===== config.mk =====
export PLATFORM = sky130hd
export DESIGN_NAME = binary_to_intel_hex_encoder_unit
export DESIGN_NICKNAME = d
export VERILOG_FILES = /design/src/btih_pkg.sv /design/src/btih_ram.sv /design/src/binary_to_intel_hex_encoder_unit.sv
export VERILOG_INCLUDE_DIRS = /design/src /design/src/src
export SDC_FILE = /design/constraint.sdc
export NUM_CORES = 1
export LEC_CHECK = 0
export ABC_AREA = 1
export BUFFER_PORTS_ARGS = -buffer_cell sky130_fd_sc_hd__buf_2
export CAP_MARGIN = 30
export CORE_ASPECT_RATIO = 0.8
export CORE_MARGIN = 10
export CORE_UTILIZATION = 27
export DETAILED_ROUTE_END_ITERATION = 7
export GPL_TIMING_DRIVEN = 0
export PLACE_DENSITY = 0.48
export SLEW_MARGIN = 30
export SYNTH_ARGS = -nofsm -noshare
export SYNTH_HDL_FRONTEND = slang
export SYNTH_SLANG_ARGS = --single-unit

===== constraint.sdc =====
create_clock -name i_clk -period 7.8 [get_ports i_clk]
set_input_delay 0.78 -clock i_clk [delete_from_list [all_inputs] [get_ports i_clk]]
set_output_delay 0.78 -clock i_clk [all_outputs]
set_load 0.005 [all_outputs]

===== src/binary_to_intel_hex_encoder_unit_macros.svh =====
// Assertion macros shared by the encoder RTL.
`ifndef BINARY_TO_INTEL_HEX_ENCODER_UNIT_MACROS_SVH
`define BINARY_TO_INTEL_HEX_ENCODER_UNIT_MACROS_SVH

// Same-cycle implication, sampled on i_clk, off while in reset.
`define BTIH_ASSERT_NOW(lbl, ante, cons, msg) \
    lbl: assert property (@(posedge i_clk) disable iff (!i_rst_n) \
        (ante) |-> (cons)) else $error(msg);

// Next-cycle implication, sampled on i_clk, off while in reset.
`define BTIH_ASSERT_NEXT(lbl, ante, cons, msg) \
    lbl: assert property (@(posedge i_clk) disable iff (!i_rst_n) \
        (ante) |=> (cons)) else $error(msg);

`endif


===== src/btih_pkg.sv =====
`timescale 1ns / 1ps

package btih_pkg;

    typedef logic [7:0] t_byte;
    typedef logic [6:0] t_char;

    localparam logic CMD_DATA = 1'b0;
    localparam logic CMD_END  = 1'b1;

    localparam logic CFG_LOAD_ADDR = 1'b0;
    localparam logic CFG_END_ADDR  = 1'b1;

    localparam t_byte TYPE_DATA    = 8'h00;
    localparam t_byte TYPE_END     = 8'h01;
    localparam t_byte TYPE_SEGMENT = 8'h04;
    localparam t_byte SEG_LEN      = 8'h02;

    function automatic t_char hex_char(input logic [3:0] nib);
        hex_char = (nib < 4'd10) ? (7'h30 + 7'(nib)) : (7'h37 + 7'(nib));
    endfunction

endpackage


===== src/btih_ram.sv =====
`timescale 1ns / 1ps

module btih_ram #(
    parameter int WIDTH = 8,
    parameter int DEPTH = 32
) (
    input  logic                                  i_clk,
    input  logic                                  i_we,
    input  logic [(DEPTH > 1 ? $clog2(DEPTH) : 1)-1:0] i_waddr,
    input  logic [WIDTH-1:0]                      i_wdata,
    input  logic [(DEPTH > 1 ? $clog2(DEPTH) : 1)-1:0] i_raddr,
    output logic [WIDTH-1:0]                      o_rdata
);

    logic [WIDTH-1:0] r_mem [DEPTH];
    logic [WIDTH-1:0] r_rdata;

    always_ff @(posedge i_clk) begin
        if (i_we) begin
            r_mem[i_waddr] <= i_wdata;
        end
        r_rdata <= r_mem[i_raddr];
    end

    assign o_rdata = r_rdata;

endmodule


===== src/binary_to_intel_hex_encoder_unit.sv =====
`timescale 1ns / 1ps
// Intel HEX record encoder.
// Slave stream: one word per input item; tuser[0] = cmd (0 data byte, 1 end),
// tdata[7:0] = data byte. Master stream: one word per record byte; tdata
// carries the byte and its two ASCII hex digits, tuser the record start/end
// flags, tlast marks the final record byte caused by one input word.
// Config: i_cfg_we with i_cfg_index 0 loads the start address of the current
// row, index 1 sets the end record address field. Write only while idle.
// A data byte that does not complete a row is taken and gives no output. A
// row-completing byte or an end word moves the state out of idle and starts a
// record burst: one record byte per cycle while the receiver is ready, from a
// single sequencer and running checksum adder, ROW_BYTES+5 bytes for a full
// data record, plus 7 for an extended address record and 5 for the end record.
// The slave side is not ready until the burst is handed to the output register.
// A stalled receiver holds the output register and freezes the sequencer.
// Reset clears the row, the address (0), the segment (0) and the output.

`include "binary_to_intel_hex_encoder_unit_macros.svh"

module binary_to_intel_hex_encoder_unit #(
    parameter int ROW_BYTES = 32
) (
    input  logic        i_clk,
    input  logic        i_rst_n,
    input  logic        i_s_tvalid,
    output logic        o_s_tready,
    input  logic [7:0]  i_s_tdata,   // [7:0] data_byte
    input  logic [0:0]  i_s_tuser,   // [0] cmd
    output logic        o_m_tvalid,
    input  logic        i_m_tready,
    output logic [23:0] o_m_tdata,   // [7:0] record_byte, [14:8] hex_high_char,
                                     // [21:15] hex_low_char, [23:22] zero
    output logic [1:0]  o_m_tuser,   // [0] record_start, [1] record_end
    output logic        o_m_tlast,
    input  logic        i_cfg_we,
    input  logic [0:0]  i_cfg_index,
    input  logic [31:0] i_cfg_data
);

    localparam int IDX_W  = (ROW_BYTES > 1) ? $clog2(ROW_BYTES) : 1;
    localparam int FILL_W = $clog2(ROW_BYTES + 1);

    localparam logic [1:0] ST_IDLE = 2'd0;
    localparam logic [1:0] ST_SEG  = 2'd1;
    localparam logic [1:0] ST_DATA = 2'd2;
    localparam logic [1:0] ST_END  = 2'd3;

    localparam logic [2:0] PH_LEN = 3'd0;
    localparam logic [2:0] PH_AH  = 3'd1;
    localparam logic [2:0] PH_AL  = 3'd2;
    localparam logic [2:0] PH_TYP = 3'd3;
    localparam logic [2:0] PH_PAY = 3'd4;
    localparam logic [2:0] PH_SUM = 3'd5;

    logic [1:0]          r_state, n_state;
    logic [2:0]          r_phase, n_phase;
    logic [IDX_W-1:0]    r_idx, n_idx;
    btih_pkg::t_byte     r_len, n_len;
    btih_pkg::t_byte     r_sum, n_sum;
    logic [FILL_W-1:0]   r_fill, n_fill;
    logic [31:0]         r_cur, n_cur;
    logic [15:0]         r_last_seg, n_last_seg;
    logic [15:0]         r_end_addr, n_end_addr;
    logic                r_end_pend, n_end_pend;
    logic                r_out_valid, n_out_valid;
    logic [23:0]         r_out_data, n_out_data;
    logic [1:0]          r_out_user, n_out_user;
    logic                r_out_last, n_out_last;

    btih_pkg::t_byte     w_rd_data;
    btih_pkg::t_byte     w_byte;
    btih_pkg::t_byte     w_payload;
    logic [15:0]         w_addr;
    btih_pkg::t_byte     w_type;
    logic                w_accept;
    logic                w_step;
    logic [FILL_W-1:0]   w_fill_flush;

    btih_ram #(
        .WIDTH (8),
        .DEPTH (ROW_BYTES)
    ) u_row_ram (
        .i_clk   (i_clk),
        .i_we    (w_accept && (i_s_tuser[0] == btih_pkg::CMD_DATA)),
        .i_waddr (r_fill[IDX_W-1:0]),
        .i_wdata (i_s_tdata),
        .i_raddr (n_idx),
        .o_rdata (w_rd_data)
    );

    assign o_s_tready = (r_state == ST_IDLE);
    assign w_accept   = i_s_tvalid && o_s_tready;
    assign w_step     = (r_state != ST_IDLE) && (!r_out_valid || i_m_tready);

    always_comb begin
        case (r_state)
            ST_SEG: begin
                w_addr    = 16'h0000;
                w_type    = btih_pkg::TYPE_SEGMENT;
                w_payload = (r_idx == '0) ? r_last_seg[15:8] : r_last_seg[7:0];
            end
            ST_DATA: begin
                w_addr    = r_cur[15:0];
                w_type    = btih_pkg::TYPE_DATA;
                w_payload = w_rd_data;
            end
            default: begin
                w_addr    = r_end_addr;
                w_type    = btih_pkg::TYPE_END;
                w_payload = 8'h00;
            end
        endcase
        case (r_phase)
            PH_LEN:  w_byte = r_len;
            PH_AH:   w_byte = w_addr[15:8];
            PH_AL:   w_byte = w_addr[7:0];
            PH_TYP:  w_byte = w_type;
            PH_PAY:  w_byte = w_payload;
            PH_SUM:  w_byte = 8'h00 - r_sum;
            default: w_byte = 8'h00;
        endcase
    end

    always_comb begin
        n_state     = r_state;
        n_phase     = r_phase;
        n_idx       = r_idx;
        n_len       = r_len;
        n_sum       = r_sum;
        n_fill      = r_fill;
        n_cur       = r_cur;
        n_last_seg  = r_last_seg;
        n_end_addr  = r_end_addr;
        n_end_pend  = r_end_pend;
        n_out_valid = r_out_valid && !i_m_tready;
        n_out_data  = r_out_data;
        n_out_user  = r_out_user;
        n_out_last  = r_out_last;
        w_fill_flush = r_fill;

        if (i_cfg_we) begin
            if (i_cfg_index[0] == btih_pkg::CFG_LOAD_ADDR) begin
                n_cur = i_cfg_data;
            end else begin
                n_end_addr = i_cfg_data[15:0];
            end
        end

        if (w_accept) begin
            n_phase = PH_LEN;
            n_idx   = '0;
            if (i_s_tuser[0] == btih_pkg::CMD_DATA) begin
                n_fill       = r_fill + FILL_W'(1);
                w_fill_flush = n_fill;
                n_end_pend   = 1'b0;
            end else begin
                n_end_pend = 1'b1;
            end
            if ((i_s_tuser[0] == btih_pkg::CMD_DATA &&
                 r_fill == FILL_W'(ROW_BYTES - 1)) ||
                (i_s_tuser[0] == btih_pkg::CMD_END && r_fill != '0)) begin
                if (r_cur[31:16] != r_last_seg) begin
                    n_state    = ST_SEG;
                    n_last_seg = r_cur[31:16];
                    n_len      = btih_pkg::SEG_LEN;
                end else begin
                    n_state = ST_DATA;
                    n_len   = 8'(w_fill_flush);
                end
            end else if (i_s_tuser[0] == btih_pkg::CMD_END) begin
                n_state = ST_END;
                n_len   = 8'h00;
            end
        end else if (w_step) begin
            n_out_valid = 1'b1;
            n_out_data  = {2'b00, btih_pkg::hex_char(w_byte[3:0]),
                           btih_pkg::hex_char(w_byte[7:4]), w_byte};
            n_out_user  = {r_phase == PH_SUM, r_phase == PH_LEN};
            n_out_last  = (r_phase == PH_SUM) &&
                          (r_state == ST_END || (r_state == ST_DATA && !r_end_pend));
            n_sum       = (r_phase == PH_LEN) ? w_byte : r_sum + w_byte;
            case (r_phase)
                PH_LEN: n_phase = PH_AH;
                PH_AH:  n_phase = PH_AL;
                PH_AL:  n_phase = PH_TYP;
                PH_TYP: n_phase = (r_len == 8'h00) ? PH_SUM : PH_PAY;
                PH_PAY: begin
                    if (8'(r_idx) == r_len - 8'h01) begin
                        n_phase = PH_SUM;
                    end else begin
                        n_idx = r_idx + IDX_W'(1);
                    end
                end
                default: begin
                    n_phase = PH_LEN;
                    n_idx   = '0;
                    case (r_state)
                        ST_SEG: begin
                            n_state = ST_DATA;
                            n_len   = 8'(r_fill);
                        end
                        ST_DATA: begin
                            n_cur  = r_cur + 32'(r_fill);
                            n_fill = '0;
                            if (r_end_pend) begin
                                n_state = ST_END;
                                n_len   = 8'h00;
                            end else begin
                                n_state = ST_IDLE;
                            end
                        end
                        default: begin
                            n_state    = ST_IDLE;
                            n_end_pend = 1'b0;
                        end
                    endcase
                end
            endcase
        end
    end

    always_ff @(posedge i_clk) begin
        if (!i_rst_n) begin
            r_state     <= ST_IDLE;
            r_phase     <= PH_LEN;
            r_idx       <= '0;
            r_fill      <= '0;
            r_cur       <= 32'h0;
            r_last_seg  <= 16'h0;
            r_end_addr  <= 16'h0;
            r_end_pend  <= 1'b0;
            r_out_valid <= 1'b0;
        end else begin
            r_state     <= n_state;
            r_phase     <= n_phase;
            r_idx       <= n_idx;
            r_fill      <= n_fill;
            r_cur       <= n_cur;
            r_last_seg  <= n_last_seg;
            r_end_addr  <= n_end_addr;
            r_end_pend  <= n_end_pend;
            r_out_valid <= n_out_valid;
        end
        r_len      <= n_len;
        r_sum      <= n_sum;
        r_out_data <= n_out_data;
        r_out_user <= n_out_user;
        r_out_last <= n_out_last;
    end

    assign o_m_tvalid = r_out_valid;
    assign o_m_tdata  = r_out_data;
    assign o_m_tuser  = r_out_user;
    assign o_m_tlast  = r_out_last;

    `BTIH_ASSERT_NOW(a_fill_below_row, r_state == ST_IDLE,
        r_fill < FILL_W'(ROW_BYTES), "row count reached row size while idle")
    `BTIH_ASSERT_NOW(a_last_on_checksum, o_m_tvalid && o_m_tlast,
        o_m_tuser[1], "last word is not a checksum byte")
    `BTIH_ASSERT_NOW(a_seg_on_change, r_state == ST_IDLE && n_state == ST_SEG,
        r_cur[31:16] != r_last_seg, "address record without segment change")
    `BTIH_ASSERT_NEXT(a_partial_row_idle,
        w_accept && i_s_tuser[0] == btih_pkg::CMD_DATA &&
        r_fill != FILL_W'(ROW_BYTES - 1),
        r_state == ST_IDLE, "partial row started a record")

endmodule


Word-level counts from Yosys, hierarchy flattened:

Memory sizes are Yosys's and may differ from the RTL's. A register that Yosys moved wholly into a read port is not among the register bits.
Index checks and enable logic that the tools add are counted.

* word-level logic and storage cells: 132
* bits in registers: 123
* memory bits (writable): 256
* memories kept: 1

Memory list
* u_row_ram.r_mem: words 32, bits a word 8, read ports 1, clocked after memory_dff 1, wr ports 1, RTL line btih_ram.sv:15 `logic [WIDTH-1:0] r_mem [DEPTH];`

* reduce and logical (&&, ||, !) cells: 35
* eq/ne operators: 16
* magnitude comparators: 2
* multiplexer cells: 51
* $add $sub $neg: 10
* bitwise logic cells: 3

Operator list (number)
* two-way mux 32 bit: 6
* two-way mux 8 bit: 8
* one-hot mux 8 bit (6 select lines): 1
* two-way mux 6 bit: 6
* adder 32 x 6 -> 32 bit: 1
* one-hot mux 16 bit (2 select lines): 1
* one-hot mux 8 bit (2 select lines): 2
* adder 6 x 4 -> 7 bit (first input constant): 4
* inequality test 16 bit: 1
* two-way mux 5 bit: 3
* one-hot mux 3 bit (5 select lines): 1
* two-way mux 2 bit: 7
* two-way mux 7 bit: 2
* AND reduction 3 bit: 4
* two-way mux 1 bit: 10
* one-hot mux 5 bit (2 select lines): 1
* adder 8 bit: 1
* equality test 5 x 8 -> 1 bit: 1
* logical AND 1 bit: 8
* zero test 8 bit: 1
* less-than comparator 4 bit (second input constant): 2
* subtractor 1 x 8 -> 8 bit (first input constant): 1
* subtractor 8 x 1 -> 8 bit (second input constant): 1
* adder 6 x 1 -> 6 bit (second input constant): 1
* 28 further kinds: 43

Depth between registers and ports, before layout:

Gate-level depths: netlist (run 1).

* depth in word-level cells: 6
* gate-level depth with buffers: 23
* mapped depth without buffers: 22

By module:

From an unflattened synthesis (run 1), not the netlist that was laid out.

* cell total of the unflattened synthesis: 2060
* area, all modules: 18701.7 um^2

By module, submodules not included
* btih_ram: cells an instance 922, instances 1, area each 10786.6 um^2
* binary_to_intel_hex_encoder_unit: cells an instance 1138, instances 1, area each 7915.1 um^2

Worst setup path after synthesis (run 1):

Ideal clock, no wire load.

* path kind: register to register
* start point: register r_state[0]
* end point: register r_sum[7] (data pin)
* arrival time: 3.035 ns
* setup time: 0.260 ns
* path slack: 4.505 ns
* period minus slack after synthesis: 3.295 ns
* buffers on the path: 1
* cell stages (with the launch flop): 20
* data required time: 7.540 ns
* path through: dfxtp_1 inv_1 ha_1 buf_2 nand2_1 o21ai_0 a2111oi_2 nand2_1 ha_1 inv_1 nor2_1 o21ai_0 nand2_1 a21oi_1 o21ai_0 nand2_1 nand2_1 a21oi_1 o21ai_0 xnor2_1

* cells in the longest elaborated chain, start to end: 5

Ends and longest elaborated chain
* start, declared: RTL line binary_to_intel_hex_encoder_unit.sv:55 `logic [1:0] r_state, n_state;`
* start signal, assigned: RTL line binary_to_intel_hex_encoder_unit.sv:234 `r_state <= n_state;`
* equality test 2 bit or equality test 2 x 1 -> 1 bit (tied branches): RTL line binary_to_intel_hex_encoder_unit.sv:96 `case (r_state)`
* one-hot mux 8 bit (2 select lines), or another cell as far along: RTL line binary_to_intel_hex_encoder_unit.sv:96
* one-hot mux 8 bit (6 select lines) *: RTL line binary_to_intel_hex_encoder_unit.sv:113 `case (r_phase)`
* net w_byte[2]: RTL line binary_to_intel_hex_encoder_unit.sv:71 `btih_pkg::t_byte w_byte;`
* adder 8 bit *: RTL line binary_to_intel_hex_encoder_unit.sv:181 `n_sum = (r_phase == PH_LEN) ? w_byte : r_sum + w_byte;`
* two-way mux 8 bit *: RTL line binary_to_intel_hex_encoder_unit.sv:181
* end signal, assigned: RTL line binary_to_intel_hex_encoder_unit.sv:245 `r_sum <= n_sum;`
* end, declared: RTL line binary_to_intel_hex_encoder_unit.sv:59 `btih_pkg::t_byte r_sum, n_sum;`

The timed path passes the listed nets; every way through them passes the cells marked *.
A chain may end at the register's enable or synchronous reset.

Worst setup path after layout (run 1):

Ends and elaborated chain as after synthesis.

==> metrics.txt, run 1 <==
outcome finished clean; Clock Tree Root clkbuf_16; cts bufs inserted 46; maximum VDD drop 0.129 mV; DP Wirelength 43300 um; Seq/Total Area, Yosys 56.0%; Max H-tree Level 2; Core Area 70200 um^2; IO Count 76; Max Buffers Root-to-Sink 3; Sw Share 27.4%; Reg power frac 45.6%; Crit Path Class reg2reg; GP Congestion 0.910; reg-to-reg critical path startpoint r_state[0]$_SDFFE_PN0P_; Hold Fails Final Rpt 0; ys flop type edfxtp_1; first-pass GRT wire length 90400 um; # port buffers 72; Least-Margin Pin Slew 0.926 ns; WHS Endpoint r_end_addr[1]$_SDFFE_PN0P_; Leak 8.76 nW; internal power 3.76 mW; Starting DRT DRC Count 1584; Final nets 2312; final setup fails 0; Initial Util 27.1%; Clk Latency, worst-skew pair 0.61 ns; min-delay src r_end_addr[1]$_SDFFE_PN0P_; Slew headroom 38.3%; Synth Warn # 0; Hold Path Depth 2; clock transition at the registers of the reported paths 0.06 ns; EDFF count, synth 295; power density over the cells 234 nW/um^2; Psw 1.42 mW; library cells used by synthesis 56; area delta synth->final 16.2%; hold crit path type reg2reg; commonest non-fill, non-tap cells in the layout nand2_1, nand3_1, inv_1; CP max FO 10; Slew Limit Fails 0; min Tclk post-route 4.25 ns; RSZ-0062 raised after global routing no; DIE AREA 81600 um^2; Post-Syn Area per Cell 9.02 um^2; drt first pass iters 5; Routed Antenna Nets 0; fraction of registers with async set/reset 0%; r2r worst-path depth 23; setup TNS after final layout 0 ns; post-CTS resize count 0; CTS tree done; largest net degree at the start of global routing 33; DR DRC count 0; cts hold-fix bufs 0; Sink Count 385; R2R setup slack 3.55 ns; Ant. Diodes 0; share of layout cells above drive strength 1 10.6%; WP data arrival 4.59 ns; gr ovfl total 0; chip height 258 um; via count 15.3k; clock group share of total power 41.4%; Final Instance Area 22100 um^2; Final Cycle Share 54.5%; Max Cap Viol 0; synthesized area 19100 um^2; Combinational Power Share 12.9%; clock skew 0.0350 ns; crit end category register; Crit path required time 8.14 ns; die width 317 um; Peak Freq 0.235 GHz; pre-CTS WS 3.60 ns; Yosys reg bits 385; Setup Fix Bufs, Post-CTS 0; initial antenna violation count 1; Avg WL per Cell 18.8 um; Post-Syn Instances 2112; Placed Area 20600 um^2; Startpoint Class register; most common cell after layout, fill and taps aside nand2_1; GRT Total Usage 14.3%; number of global-route vias before repair 14.8k; worst r2r dst r_sum[7]$_DFFE_PP_; Detailed Route WL 60200 um; row cnt 87; post-route setup slack 3.55 ns; vias per cell 4.76
-- worst max path at each step --
stage	startpoint	endpoint	slack [ns]	depth (start not counted)
after floorplan	r_state[0]$_SDFFE_PN0P_	r_sum[7]$_DFFE_PP_	4.51	19
after global placement	i_m_tready	u_row_ram.o_rdata[4]$_DFF_P_	3.10	16
after detailed placement	r_state[0]$_SDFFE_PN0P_	r_sum[7]$_DFFE_PP_	3.60	23
after CTS	r_state[0]$_SDFFE_PN0P_	r_sum[7]$_DFFE_PP_	3.58	23
after global routing	r_state[0]$_SDFFE_PN0P_	r_sum[7]$_DFFE_PP_	3.10	23
final	r_state[0]$_SDFFE_PN0P_	r_sum[7]$_DFFE_PP_	3.55	23
-- critical path, stage by stage (launching register included) --
cell      delay [ns]
dfxtp_1         0.42
inv_1           0.10
ha_1            0.28
buf_2           0.20
inv_1           0.17
clkbuf_1        0.30
nand2_1         0.12
o21ai_0         0.14
nand2_1         0.09
nand3_1         0.08
a21oi_1         0.37
inv_1           0.13
ha_1            0.22
a21oi_1         0.17
nor2_1          0.08
o21ai_0         0.23
nand2_1         0.12
a21oi_1         0.20
o21ai_0         0.10
nand2_1         0.06
nand2_1         0.07
a21oi_1         0.11
o21ai_0         0.11
xnor2_1         0.13
-- cells by family (layout without fill, tap and decap cells) --
kind of cell	Yosys count	count (layout)	synth area share, %
compound gates	271	271	7.93
xor+xnor	32	32	1.47
fa+ha+maj	30	30	2.05
buf+inv	432	592	9.14
flops	385	385	56.0
mux	3	3	0.171
other cells	1	2	0.0197
simple gates	958	958	23.3
-- per-stage QoR --
stage / hold slack [ns] / std cells / utilization (%) / total power [mW]
floorplan: 0.430 / 2113 / - / 2.80
detailed placement: 0.463 / 3121 / 29.4 / 3.08
global route: 0.482 / 3207 / 31.5 / 5.41
CTS: 0.450 / 3207 / 31.5 / 5.24
finish: 0.470 / 3207 / 31.5 / 5.18
global placement: 0.459 / 3119 / 29.3 / 3.05
-- layer usage --
layer | track usage, % | share of wire (%)
met3 | 1.88 | 6.3
met4 | 3.39 | 1.7
met2 | 22.0 | 44
met5 | 0 | 0.022
met1 | 21.1 | 48
-- registers in the layout (all words and copies together) (netlist names) --
register           cells
r_end_pend             1
r_idx                  5
r_phase                3
r_sum                  8
r_fill                 6
r_len                  6
o_m_tlast              1
o_m_tdata             22
r_cur                 32
r_last_seg            16
r_end_addr            16
o_m_tvalid             1
u_row_ram.o_rdata      8
r_state                2
o_m_tuser              2
u_row_ram.r_mem      256
-- power groups by stage --
stage | Clock [mW] | Combinational, mW | Sequential (mW)
3_5_place_dp | 0 | 0.670 | 2.41
4_1_cts | 2.20 | 0.673 | 2.37
2_1_floorplan | 0 | 0.406 | 2.39
5_1_grt | 2.28 | 0.750 | 2.37
6_report | 2.15 | 0.670 | 2.37
3_3_place_gp | 0 | 0.643 | 2.41
-- cell usage after synthesis, types with 5 or more instances --
library cell / number / area (um^2)
buf_1: 8 / 30.0
o21ai_1: 5 / 25.0
o21ai_0: 120 / 601
nand3_1: 317 / 1590
dfxtp_1: 90 / 1800
xnor2_1: 18 / 158
ha_1: 28 / 350
inv_1: 312 / 1170
nand4_1: 10 / 62.6
nand3b_1: 81 / 608
nor4_1: 6 / 37.5
inv_2: 20 / 75.1
a211oi_1: 5 / 37.5
buf_4: 17 / 128
xor2_1: 14 / 123
clkbuf_1: 40 / 150
nand2_1: 362 / 1360
a21oi_1: 91 / 455
nor2_1: 149 / 559
o22ai_1: 8 / 50.1
edfxtp_1: 295 / 8860
nor2_2: 6 / 37.5
buf_2: 32 / 160
o31ai_1: 5 / 37.5
a31oi_1: 8 / 50.1
nor3_1: 15 / 75.1
-- cell type report --
| cell class | instances | area (um^2) |
|---|---|---|
| fill | 7348 | 48100 |
| clock buffer | 49 | 1180 |
| clock inverter | 37 | 325 |
| tap | 934 | 1170 |
| multi-input combinational | 1296 | 6650 |
| sequential | 385 | 10700 |
| inverter | 332 | 1250 |
| buffer | 100 | 495 |
| timing repair buffer | 74 | 403 |
Note: power is estimated with default switching activity, not from simulation.
==> run 2, diff against run 1 <==
PLACE_DENSITY = 0.5   (was 0.48)
clock period = 3.7 ns   (was 7.8 ns; I/O delays follow)
==> run 2 against run 1 <==
Against the previous run:
- clock skew is 0.013 ns lower
- hold slack got worse by 0.38 ns
- clock power is 110% higher
- count of clock-buffer cells in the layout grew 10
- global-route usage is 0.099 points lower
- worst setup slack lost 3.4 ns
- cell count hardly changed
- critical endpoint is now u_row_ram.o_rdata[0]$_DFF_P_
==> metrics.txt, run 2 (synthesis results as in run 1) <==
outcome finished clean (unchanged); Sink Count 385 (unchanged); Largest register FFs 256 (unchanged); Peak Freq 0.282 GHz (was 0.235 GHz); clock transition at the registers of the reported paths 0.06 ns (about the same); clock skew 0.0216 ns (was 0.0350 ns); CP max FO 10 (unchanged); Leak 8.85 nW (was 8.76 nW); first-pass GRT wire length 89800 um (was 90400 um); CP Buf/Inv Count 4 (was 5); Reg power frac 45.0% (was 45.6%); vias per cell 4.79 (was 4.76); GP Congestion 0.905 (was 0.910); area delta synth->final 17.1% (was 16.2%); Max Cap Viol 0 (unchanged); Crit Path Class reg2reg (unchanged); CP max stage delay 0.48 ns (was 0.42 ns); # port buffers 72 (unchanged); hold crit path type in2reg (was reg2reg); DR DRC count 0 (unchanged); Placed Area 20600 um^2 (unchanged); power density over the cells 497 nW/um^2 (was 234 nW/um^2); row cnt 87 (unchanged); maximum VDD drop 0.268 mV (was 0.129 mV); largest net degree at the start of global routing 33 (unchanged); Max Buffers Root-to-Sink 3 (unchanged); IO Count 76 (unchanged); internal power 8.13 mW (was 3.76 mW); slowest CP cell clkbuf_1 (was dfxtp_1); Slew headroom 37.6% (was 38.3%); most common cell after layout, fill and taps aside nand2_1 (unchanged); cell mode on critical path nand2_1 (unchanged); cts hold-fix bufs 0 (unchanged); die width 317 um (unchanged); Top delay family on crit path simple AND/OR/NAND/NOR gates (was compound AO/OA/AOI/OAI gates); number of global-route vias before repair 14.9k (was 14.8k); post-route setup slack 0.151 ns (was 3.55 ns); Least-Margin Pin Slew 0.936 ns (was 0.926 ns); Psw 2.97 mW (was 1.42 mW); Final nets 2315 (was 2312); DP Wirelength 42800 um (was 43300 um); drt first pass iters 6 (was 5); clock group share of total power 41.5% (was 41.4%); Final Instance Area 22300 um^2 (was 22100 um^2); share of layout cells above drive strength 1 12.0% (was 10.6%); total power 11.1 mW (was 5.18 mW); setup TNS after final layout 0 ns (unchanged); Startpoint Class register (unchanged); final setup fails 0 (unchanged); worst path cell trace inv_1 -> ha_1 -> nand2_1 -> inv_2 -> nor2_1 -> nand2_1 -> buf_2 -> clkbuf_1 -> nand3b_1 -> nand3_1 -> nand3_1 -> nand3_1 -> nand2_1 -> nand2_1 -> nand2_1 (was inv_1 -> ha_1 -> buf_2 -> inv_1 -> clkbuf_1 -> nand2_1 -> o21ai_0 -> nand2_1 -> nand3_1 -> a21oi_1 -> inv_1 -> ha_1 -> a21oi_1 -> nor2_1 -> o21ai_0 -> nand2_1 -> a21oi_1 -> o21ai_0 -> nand2_1 -> nand2_1 -> a21oi_1 -> o21ai_0 -> xnor2_1); Clock Tree Root clkbuf_16 (unchanged); pre-CTS WS -0.446 ns (was 3.60 ns); Starting DRT DRC Count 1712 (was 1584); Sw Share 26.8% (was 27.4%); Avg WL per Cell 18.7 um (was 18.8 um); gr ovfl total 0 (unchanged); Max H-tree Level 2 (unchanged); crit end category register (unchanged); min Tclk post-route 3.55 ns (was 4.25 ns); via count 15.4k (was 15.3k); largest register by flop count u_row_ram.r_mem (unchanged); Core Area 70200 um^2 (unchanged); Hold Fails Final Rpt 0 (unchanged); worst hold margin 0.0855 ns (was 0.470 ns); cts bufs inserted 45 (was 46); DIE AREA 81600 um^2 (unchanged); Final Cycle Share 95.9% (was 54.5%); Detailed Route WL 59900 um (was 60200 um); Combinational Power Share 13.5% (was 12.9%); chip height 258 um (unchanged); Clk Latency, worst-skew pair 0.58 ns (was 0.61 ns); Routed Antenna Nets 0 (unchanged); initial antenna violation count 2 (was 1); commonest non-fill, non-tap cells in the layout nand2_1, nand3_1, inv_1 (unchanged); CTS tree done (unchanged); Crit path required time 4.15 ns (was 8.14 ns); R2R setup slack 0.15 ns (was 3.55 ns); Initial Util 27.1% (unchanged); GRT Total Usage 14.2% (was 14.3%); Slew Limit Fails 0 (unchanged); WP data arrival 4.00 ns (was 4.59 ns)
## run 2: power by group through the flow
| stage | combinational (mW) | sequential [mW] | clock, mW |
|---|---|---|---|
| floorplan | 0.855 | 5.05 | 0 |
| global placement | 1.35 | 5.08 | 0 |
| detailed placement | 1.40 | 5.08 | 0 |
| CTS | 1.43 | 4.99 | 4.72 |
| global route | 1.67 | 5.01 | 4.89 |
| finish | 1.50 | 4.99 | 4.61 |
## run 2: layout make-up
type / instances / area (um^2)
well taps: 934 / 1170
inverters: 332 / 1250
flip-flops and latches: 385 / 10700
multi-input cells: 1296 / 6750
plain buffers: 98 / 513
fillers: 7299 / 47900
repair buffers: 80 / 448
diodes: 1 / 2.50
clock buffers: 59 / 1220
clock inverters: 25 / 305
## run 2: path summary, 6_finish.rpt
kind | cells past startpoint | from | to
worst max-delay path | 15 | r_state[1]$_SDFFE_PN0P_ | u_row_ram.o_rdata[0]$_DFF_P_
worst min-delay path | 4 | i_m_tready | o_m_tvalid$_SDFF_PN0_
worst max register to register | 15 | r_state[1]$_SDFFE_PN0P_ | u_row_ram.o_rdata[0]$_DFF_P_
worst min register to register | 2 | r_end_addr[1]$_SDFFE_PN0P_ | r_end_addr[1]$_SDFFE_PN0P_
## run 2: layer usage
metal	GRT usage (%)	routed length, um
met3	2.39	4490
met1	20.7	28100
met4	3.52	1130
met5	0	23
met2	21.7	26200
## run 2: repair_timing
action,CTS,global route
endpoints found under the setup margin,4,10
setup buffers,3,3
cloned,0,0
resized for setup,15,34
pin swaps,2,5
## run 2: per-stage QoR
step	cells	util (%)
global placement	3119	29.3
CTS	3208	31.6
global route	3209	31.8
finish	3210	31.8
floorplan	2113	-
detailed placement	3121	29.4
## run 2: tightest hold or removal path: stages
cell	delay (ns)
buf_2	0.07
inv_1	0.06
nand2_1	0.06
a21oi_1	0.05
